`src/sv/rvc_pkg.sv`:
```
// Shared constants, types and helpers of the residue vector classifier.
// No dependencies.
package rvc_pkg;

   localparam int MAX_RANK      = 16;
   localparam int MAX_CLASSES   = 64;
   localparam int CONTENT_WIDTH = 8;

   localparam int RES_W     = 7;                            // residue / modulus width
   localparam int REM_W     = RES_W + 1;                    // partial remainder
   localparam int LEN_W     = 5;                            // vector_length register
   localparam int POS_W     = (MAX_RANK > 1) ? $clog2(MAX_RANK) : 1;
   localparam int CLS_W     = (MAX_CLASSES > 1) ? $clog2(MAX_CLASSES) : 1;
   localparam int CNT_W     = $clog2(MAX_CLASSES + 1);
   localparam int STEP_W    = (CONTENT_WIDTH > 1) ? $clog2(CONTENT_WIDTH) : 1;
   localparam int VIDX_W    = 16;
   localparam int OUT_CLS_W = 6;
   localparam int CSR_IDX_W = 1;
   localparam int CSR_DAT_W = 7;

   // register indexes
   localparam logic [CSR_IDX_W-1:0] CSR_MODULUS = 1'd0;
   localparam logic [CSR_IDX_W-1:0] CSR_VLEN    = 1'd1;

   localparam logic [RES_W-1:0] MODULUS_RESET = 7'd2;
   localparam logic [LEN_W-1:0] VLEN_RESET    = 5'd16;

   // controller to datapath
   typedef struct packed {
      logic load;     // item taken, start reduction
      logic step;     // one restoring division step
      logic fix;      // sign correction, issue row read
      logic cmp;      // compare row, write column
      logic search;   // first match over classes
      logic emit;     // load result, update store
   } ctrl_cmd_type;

   // datapath to controller
   typedef struct packed {
      logic div_last;
      logic vec_end;
      logic rsp_free;
   } dp_stat_type;

   // effective vector length: 0 acts as 1, values above MAX_RANK clamp
   function automatic logic [LEN_W-1:0] clamp_len(input logic [LEN_W-1:0] v);
      logic [LEN_W-1:0] r;
      if (v == '0) r = LEN_W'(1);
      else if (v > LEN_W'(MAX_RANK)) r = LEN_W'(MAX_RANK);
      else r = v;
      return r;
   endfunction

endpackage

```
`src/sv/rvc_ctrl.sv`:
```
// Sequencer of the residue vector classifier: one item at a time.
// Depends on rvc_pkg.
module rvc_ctrl import rvc_pkg::*; (
   input  logic         clock,
   input  logic         reset,
   input  logic         req_valid,
   output logic         req_ready,
   input  dp_stat_type  stat,
   output ctrl_cmd_type cmd
);

   typedef enum logic [5:0] {
      ST_IDLE = 6'b000001,
      ST_DIV  = 6'b000010,
      ST_FIX  = 6'b000100,
      ST_CMP  = 6'b001000,
      ST_SRCH = 6'b010000,
      ST_EMIT = 6'b100000
   } state_type;

   state_type state_ff, state_in;

   assign req_ready = (state_ff == ST_IDLE);

   // commands
   always_comb begin
      cmd        = '0;
      cmd.load   = req_ready && req_valid;
      cmd.step   = (state_ff == ST_DIV);
      cmd.fix    = (state_ff == ST_FIX);
      cmd.cmp    = (state_ff == ST_CMP);
      cmd.search = (state_ff == ST_SRCH);
      cmd.emit   = (state_ff == ST_EMIT) && stat.rsp_free;
   end

   // next state
   always_comb begin
      state_in = state_ff;
      unique case (state_ff)
         ST_IDLE: if (req_valid) state_in = ST_DIV;
         ST_DIV:  if (stat.div_last) state_in = ST_FIX;
         ST_FIX:  state_in = ST_CMP;
         ST_CMP:  state_in = stat.vec_end ? ST_SRCH : ST_IDLE;
         ST_SRCH: state_in = ST_EMIT;
         ST_EMIT: if (stat.rsp_free) state_in = ST_IDLE;
         default: state_in = ST_IDLE;
      endcase
   end

   always_ff @(posedge clock) begin
      if (reset) state_ff <= ST_IDLE;
      else state_ff <= state_in;
   end

endmodule

```
`config.mk`:
```
export PLATFORM = sky130hd
export DESIGN_NAME = rvc_ctrl
export DESIGN_NICKNAME = d
export VERILOG_FILES = /design/src/sv/rvc_pkg.sv /design/src/sv/rvc_ctrl.sv
export SDC_FILE = /design/constraint.sdc
export NUM_CORES = 1
export LEC_CHECK = 0
export BUFFER_PORTS_ARGS = -buffer_cell sky130_fd_sc_hd__buf_2
export CAP_MARGIN = 30
export CORE_AREA = 5 5 42 44
export DETAILED_ROUTE_END_ITERATION = 10
export DIE_AREA = 0 0 47 49
export PLACE_DENSITY = 0.62
export SYNTH_ARGS = -nofsm -noshare
export SYNTH_HDL_FRONTEND = slang
export SYNTH_SLANG_ARGS = --single-unit
```
`constraint.sdc`:
```
create_clock -name clock -period 1.4 [get_ports clock]
set_clock_uncertainty 0.1 [all_clocks]
set_input_delay 0.21 -clock clock [delete_from_list [all_inputs] [get_ports clock]]
set_output_delay 0.21 -clock clock [all_outputs]
set_load 0.005 [all_outputs]
```
==> summary.log, run 1 <==
INFO  run_status     outcome=finished, violations left
INFO  run_status     violations_in_the_final_reports=setup timing
INFO  synthesis      syn-mean-instance-area=9.54um^2
INFO  power_and_ir_drop power_density_normalized_to_cell_area=917nW/um^2
INFO  synthesis      synth.area.mux_share=0
INFO  grt            globalRouteOverflowTotal=0
INFO  placement      buffer_ports.inserted=12
INFO  clock_tree     cts_tree=built
INFO  final_layout   top_library_cells_by_usage_in_the_layout_fill_and_taps_aside=12 x sky130_fd_sc_hd__buf_2, 12 x sky130_fd_sc_hd__buf_4, 5 x sky130_fd_sc_hd__inv_1, 5 x sky130_fd_sc_hd__nor2_1, 5 x sky130_fd_sc_hd__dfxtp_2
INFO  grt            grt_max_degree=6
INFO  placement      detailedPlace.worstSlack=-0.0272ns
INFO  sta            timing_hold_violations_final=0
INFO  critical_path  critical_path_class=flip-flop to output pin
INFO  grt            grt_first_pass_wirelength=1640um
INFO  synthesis      synth_compound_area_frac=0.142
INFO  routing        wirelength=1000um
INFO  power_and_ir_drop sequential_power_share=0.370
INFO  routing        vias=399
INFO  final_layout   layout-area-overhead-vs-synth=71.3%
INFO  final_layout   antenna-diode-count=0
INFO  clock_tree     cts_inserted_buffers=3
INFO  synthesis      synth.net_count=43
INFO  sta            final_critical_path_setup_slack=-0.212ns
INFO  synthesis      synth-edff-count=0
INFO  power_and_ir_drop comb_power_share=0.342
INFO  die            die_w=47um
INFO  placement      placedCellCount=71
INFO  synthesis      post_synth_inst_count=37
INFO  final_layout   fin_nets=73
INFO  critical_path  max_stage_delay=0.36ns
INFO  sta            holdWs=0.0341ns
INFO  die            core.rowCount=14
INFO  synthesis      yosys_warnings=0
INFO  die            die_area=2300um^2
INFO  power_and_ir_drop total_power=0.000554W
INFO  power_and_ir_drop worst_supply_voltage_drop_on_vdd=0.504mV
INFO  synthesis      postSynth.topFlopCell=sky130_fd_sc_hd__dfxtp_1
INFO  synthesis      synth_seq_area_share=0.340
INFO  power_and_ir_drop power.share.switching=0.291
INFO  critical_path  cp_slowest_cell=sky130_fd_sc_hd__dfxtp_4
INFO  grt            globalRouteTotalUtil=0.104
INFO  final_layout   largest_register_ff_count=6
INFO  sta            part_of_the_cycle_the_worst_path_needs=1.15
INFO  grt            grt_pass1_vias=381
INFO  final_layout   post_layout_nonfiller_instances=81
INFO  clock_tree     ctsRootBufferMaster=sky130_fd_sc_hd__clkbuf_4
INFO  synthesis      yosysUniqueCellTypes=18
INFO  power_and_ir_drop cellInternalPower=0.000393W
INFO  routing        wl_per_cell=12.4um
INFO  clock_tree     cts.path.max_buffers=2
INFO  clock_tree     h-tree-depth=1
INFO  sta            max_slew_margin=0.757
INFO  synthesis      synth-adder-area-share=0
INFO  synthesis      synth_simple_gate_area_share=0.465
INFO  critical_path  cp_max_fo=3
INFO  critical_path  timing.critical_path.arrival=1.30ns
INFO  routing        1st_pass_router_iterations=4
INFO  final_layout   registers.top_by_ff_count=state_ff
INFO  critical_path  worstSetupEndpointType=output pin
INFO  routing        via_per_inst=4.93
INFO  die            floorplan.io_pins=13
INFO  sta            fmax=620MHz
INFO  sta            worstMarginPinSlew=0.360ns
INFO  grt            antenna_found_initial=0
INFO  synthesis      dominant_combinational_cell_family_by_area_after_synthesis=simple AND/OR/NAND/NOR gates
INFO  die            start_util=0.252
INFO  synthesis      synthXorXnorAreaFrac=0
INFO  final_layout   fillerInstances=149
INFO  sta            setup_viol=13
INFO  routing        drt_drc_violations_left=0
INFO  sta            rsz_0062_raised_after_global_routing=true
INFO  run            max_cap_violations=0
INFO  power_and_ir_drop share_clk_of_total_power=0.288
INFO  placement      finalWeightedCongestion=0.760
INFO  critical_path  r2r_setup_slack=-0.10ns
INFO  clock_tree     skew_pair_late_insertion_delay=0.25ns
INFO  sta            layout_min_cycle_time=1.61ns
INFO  die            die_span_y=49um
INFO  synthesis      synth-seq-cells=6
INFO  routing        drtIter0Drc=4
INFO  critical_path  crit_family=simple AND/OR/NAND/NOR gates
INFO  critical_path  crit_required=1.09ns
INFO  clock_tree     path_clk_slew=0.05ns
INFO  worst_hold_path class_of_the_tightest_hold_or_removal_check=input pin to flip-flop
INFO  power_and_ir_drop power.static_leakage=0.309nW
INFO  critical_path  crit_start_category=flip-flop
INFO  critical_path  cells_traversed_along_the_worst_timing_path=nor4_4 -> nor3b_2 -> buf_2
INFO  final_layout   post_route_cells_drive_above_1_share=0.677
INFO  clock_tree     clock_sink_count=6
INFO  synthesis      share_of_async_settable_or_async_resettable_flops_after_synthesis=0
INFO  final_layout   largest_registers=state_ff: 6 flops
INFO  die            core=1400um^2
INFO  power_and_ir_drop power_switching=0.000161W
INFO  sta            final_max_slew_viol_count=0
INFO  routing        drt.antenna.violating_nets=0
INFO  critical_path  crit_buf_inv=1
INFO  synthesis      synth.cell_area=353um^2
[final timing paths]
kind | start | endpoint | cells after the start
max reg2reg | state_ff[3] | state_ff[4] | 5
max | state_ff[3] | cmd[1] | 3
min | reset | state_ff[1] | 2
min reg2reg | state_ff[1] | state_ff[1] | 2
[per-layer routing]
metal,part of all wire,wire (um),track usage,vias up
met5,0,0,0,-
met4,0.063,63,0.111,0
met3,0.031,31,0.0111,6
met2,0.53,533,0.158,9
met1,0.37,376,0.110,186
li1,-,-,-,198
[power groups by stage]
stage / logic [W] / registers [W] / clock network (W)
after detailed placement: 0.000138 / 0.000202 / 0
after floorplan: 0.0000718 / 0.000204 / 0
after global routing: 0.000206 / 0.000206 / 0.000173
after CTS: 0.000183 / 0.000205 / 0.000166
after global placement: 0.000138 / 0.000202 / 0
final: 0.000189 / 0.000205 / 0.000160
[metrics by stage]
stage	instance area, um^2	TNS (ns)	utilization
finish	604	-1.54	0.431
global route	604	-2.51	0.431
CTS	587	-1.48	0.419
detailed placement	478	-0.0709	0.341
global placement	478	-0.224	0.341
floorplan	353	0	-
[cell usage after synthesis, types with 2 or more instances]
master	count	area, um^2
sky130_fd_sc_hd__dfxtp_1	6	120
sky130_fd_sc_hd__nor2_1	5	18.8
sky130_fd_sc_hd__nand3b_1	2	15.0
sky130_fd_sc_hd__nand3_1	4	20.0
sky130_fd_sc_hd__nor4_2	2	25.0
sky130_fd_sc_hd__nand2_1	2	7.51
sky130_fd_sc_hd__inv_1	5	18.8
[what timing repair did]
action	CTS	global route
hold buffers	0	0
endpoints found under the setup margin	13	13
pin swaps	10	3
gates cloned	0	0
resized for setup	13	1
buffers inserted	7	2
[area by class of cell]
class | instances | area [um^2] | share of cell area
multi-input cells | 26 | 251 | 0.416
repair buffers | 25 | 161 | 0.267
flip-flops and latches | 6 | 130 | 0.215
clock buffers | 3 | 22.5 | 0.0373
well taps | 16 | 20.0 | 0.0331
inverters | 5 | 18.8 | 0.0311
[cells by family after synthesis]
| kind of cell | after synthesis |
|---|---|
| AO/OA/AOI/OAI | 5 |
| AND/OR/NAND/NOR | 21 |
| flip-flops | 6 |
| buffers and inverters | 5 |
Power figures use the tool's default switching activity.
==> inputs of run 2 (changes only) <==
--- a/config.mk
+++ b/config.mk
@@ -7,10 +7,13 @@
 export LEC_CHECK = 0
 export BUFFER_PORTS_ARGS = -buffer_cell sky130_fd_sc_hd__buf_2
 export CAP_MARGIN = 30
+export CELL_PAD_IN_SITES_DETAIL_PLACEMENT = 1
+export CELL_PAD_IN_SITES_GLOBAL_PLACEMENT = 1
 export CORE_AREA = 5 5 42 44
 export DETAILED_ROUTE_END_ITERATION = 10
 export DIE_AREA = 0 0 47 49
-export PLACE_DENSITY = 0.62
+export GPL_TIMING_DRIVEN = 0
+export PLACE_DENSITY = 0.76
 export SYNTH_ARGS = -nofsm -noshare
 export SYNTH_HDL_FRONTEND = slang
 export SYNTH_SLANG_ARGS = --single-unit
==> summary.log, run 2 (synthesis gave the netlist of run 1 again) <==
INFO  run_status     outcome=finished, violations left [unchanged]
INFO  run_status     violations_in_the_final_reports=setup timing [unchanged]
INFO  critical_path  worstSetupEndpointType=output pin [unchanged]
INFO  critical_path  critical_path_class=flip-flop to output pin [unchanged]
INFO  routing        drt.antenna.violating_nets=0 [unchanged]
INFO  sta            final_max_slew_viol_count=0 [unchanged]
INFO  final_layout   final_common_cell=sky130_fd_sc_hd__buf_2
INFO  die            floorplan.io_pins=13 [unchanged]
INFO  clock_tree     cts.path.max_buffers=2 [unchanged]
INFO  final_layout   registers.top_by_ff_count=state_ff [unchanged]
INFO  final_layout   antenna-diode-count=0 [unchanged]
INFO  die            die_w=47um [unchanged]
INFO  routing        wirelength=1140um [was 1000 um]
INFO  sta            worstMarginPinSlew=0.452ns [was 0.360 ns]
INFO  power_and_ir_drop power.static_leakage=0.311nW [was 0.309 nW]
INFO  power_and_ir_drop worst_supply_voltage_drop_on_vdd=0.523mV [was 0.504 mV]
INFO  critical_path  cp_max_fo=3 [unchanged]
INFO  routing        via_per_inst=4.90 [was 4.93]
INFO  routing        drtIter0Drc=1 [was 4]
INFO  grt            globalRouteOverflowTotal=0 [unchanged]
INFO  power_and_ir_drop power_density_normalized_to_cell_area=928nW/um^2 [was 917 nW/um^2]
INFO  sta            holdWs=0.0387ns [was 0.0341 ns]
INFO  final_layout   post_route_cells_drive_above_1_share=0.710 [was 0.677]
INFO  routing        1st_pass_router_iterations=2 [was 4]
INFO  sta            rsz_0062_raised_after_global_routing=true [unchanged]
INFO  critical_path  crit_start_category=flip-flop [unchanged]
INFO  final_layout   fillerInstances=167 [was 149]
INFO  final_layout   regArea=138um^2 [was 130 um^2]
INFO  sta            part_of_the_cycle_the_worst_path_needs=1.16 [was 1.15]
INFO  power_and_ir_drop total_power=0.000572W [was 0.000554 W]
INFO  final_layout   top_library_cells_by_usage_in_the_layout_fill_and_taps_aside=11 x sky130_fd_sc_hd__buf_2, 9 x sky130_fd_sc_hd__buf_4, 5 x sky130_fd_sc_hd__nor2_1, 4 x sky130_fd_sc_hd__inv_1, 4 x sky130_fd_sc_hd__dfxtp_4 [was 12 x sky130_fd_sc_hd__buf_2, 12 x sky130_fd_sc_hd__buf_4, 5 x sky130_fd_sc_hd__inv_1, 5 x sky130_fd_sc_hd__nor2_1, 5 x sky130_fd_sc_hd__dfxtp_2]
INFO  clock_tree     cts_hold_buf=0 [unchanged]
INFO  critical_path  crit_required=1.09ns [about the same]
INFO  final_layout   largest_registers=state_ff: 6 flops [unchanged]
INFO  final_layout   multi_input_gate_area_in_the_final_layout=273um^2 [was 251 um^2]
INFO  run            max_cap_violations=0 [unchanged]
INFO  grt            antenna_found_initial=0 [unchanged]
INFO  clock_tree     ctsRootBufferMaster=sky130_fd_sc_hd__clkbuf_4 [unchanged]
INFO  die            die_area=2300um^2 [unchanged]
INFO  sta            max_slew_margin=0.695 [was 0.757]
INFO  die            start_util=0.252 [unchanged]
INFO  sta            setup_viol=12 [was 13]
INFO  critical_path  cp_slowest_cell=sky130_fd_sc_hd__dfxtp_4 [unchanged]
INFO  final_layout   fin_nets=70 [was 73]
INFO  sta            fmax=614MHz [was 620 MHz]
INFO  critical_path  max_stage_delay=0.35ns [was 0.36 ns]
INFO  worst_hold_path worstHoldPathCells=2 [unchanged]
INFO  die            core=1400um^2 [unchanged]
INFO  clock_tree     clock_sink_count=6 [unchanged]
INFO  final_layout   largest_register_ff_count=6 [unchanged]
INFO  critical_path  timing.critical_path.arrival=1.32ns [was 1.30 ns]
INFO  sta            layout_min_cycle_time=1.63ns [was 1.61 ns]
INFO  placement      post-dp-hpwl=665um
INFO  grt            globalRouteTotalUtil=0.101 [was 0.104]
INFO  clock_tree     cts_inserted_buffers=3 [unchanged]
INFO  clock_tree     skew_pair_late_insertion_delay=0.25ns [about the same]
INFO  placement      buffer_ports.inserted=12 [unchanged]
INFO  die            die_span_y=49um [unchanged]
INFO  grt            grt_pass1_vias=402 [was 381]
INFO  placement      finalWeightedCongestion=0.718 [was 0.760]
INFO  critical_path  worst_r2r_path_depth=4 [was 5]
INFO  clock_tree     path_clk_slew=0.05ns [about the same]
INFO  routing        vias=382 [was 399]
INFO  sta            final_critical_path_setup_slack=-0.228ns [was -0.212 ns]
INFO  sta            timing_hold_violations_final=0 [unchanged]
INFO  grt            grt_first_pass_wirelength=1670um [was 1640 um]
INFO  clock_tree     cts_tree=built [unchanged]
INFO  final_layout   layout-area-overhead-vs-synth=74.8% [was 71.3%]
INFO  clock_tree     h-tree-depth=1 [unchanged]
INFO  routing        wl_per_cell=14.6um [was 12.4 um]
INFO  critical_path  cells_traversed_along_the_worst_timing_path=nor4_4 -> nor3b_4 -> buf_2 [was nor4_4 -> nor3b_2 -> buf_2]
INFO  die            core.rowCount=14 [unchanged]
INFO  routing        drt_drc_violations_left=0 [unchanged]
INFO  grt            grt_max_degree=7 [was 6]
INFO  worst_hold_path class_of_the_tightest_hold_or_removal_check=input pin to flip-flop [unchanged]
==> run 2: power by group <==
part           switching, W  internal, W  total (W)  leakage, nW
Sequential        0.0000332     0.000181   0.000214       0.0521
Clock             0.0000653    0.0000971   0.000162       0.0138
Combinational     0.0000786     0.000118   0.000196        0.245
==> run 2: stage by stage <==
| stage | utilization | instances | TNS [ns] | instance area [um^2] | setup WS [ns] |
|---|---|---|---|---|---|
| 2_1_floorplan | - | 37 | 0 | 353 | 0.0671 |
| 3_3_place_gp | 0.309 | 65 | -0.428 | 433 | -0.129 |
| 3_5_place_dp | 0.309 | 65 | -0.365 | 433 | -0.115 |
| 4_1_cts | 0.399 | 76 | -1.29 | 559 | -0.227 |
| 5_1_grt | 0.440 | 78 | -2.49 | 617 | -0.301 |
| 6_report | 0.440 | 78 | -1.37 | 617 | -0.228 |
==> run 2: layer usage <==
| layer | share of wire | GRT usage | wire length (um) | vias to the layer above |
|---|---|---|---|---|
| met2 | 0.57 | 0.156 | 643 | 8 |
| met4 | 0.020 | 0.0829 | 23 | 0 |
| met1 | 0.38 | 0.119 | 436 | 184 |
| met3 | 0.029 | 0.0111 | 33 | 2 |
| met5 | 0 | 0 | 0 | - |
| li1 | - | - | - | 188 |
==> run 2: worst max-delay path, delay by kind of cell (launching register included) <==
| family | cells | cell delay (ns) |
|---|---|---|
| buf+inv | 1 | 0.14 |
| flops | 1 | 0.35 |
| simple gates | 2 | 0.57 |
==> run 2: final timing paths <==
kind | endpoint | slack (ns) | from
setup / recovery | cmd[1] | -0.23 | state_ff[3]
setup reg to reg | state_ff[1] | -0.13 | state_ff[4]
hold reg to reg | state_ff[1] | 0.57 | state_ff[1]
hold / removal | state_ff[1] | 0.04 | reset
==> run 2: timing repair <==
| action | in CTS | in global routing |
|---|---|---|
| pin swaps | 9 | 6 |
| gates resized for setup | 11 | 11 |
| setup buffers | 8 | 4 |
| setup endpoints to repair | 13 | 13 |
==> run 2: layout make-up <==
type | count | share of cell area
Clock buffer | 3 | 0.0365
Inverter | 5 | 0.0304
Multi-Input combinational cell | 26 | 0.442
Sequential cell | 6 | 0.223
Tap cell | 16 | 0.0325
Timing Repair Buffer | 22 | 0.235
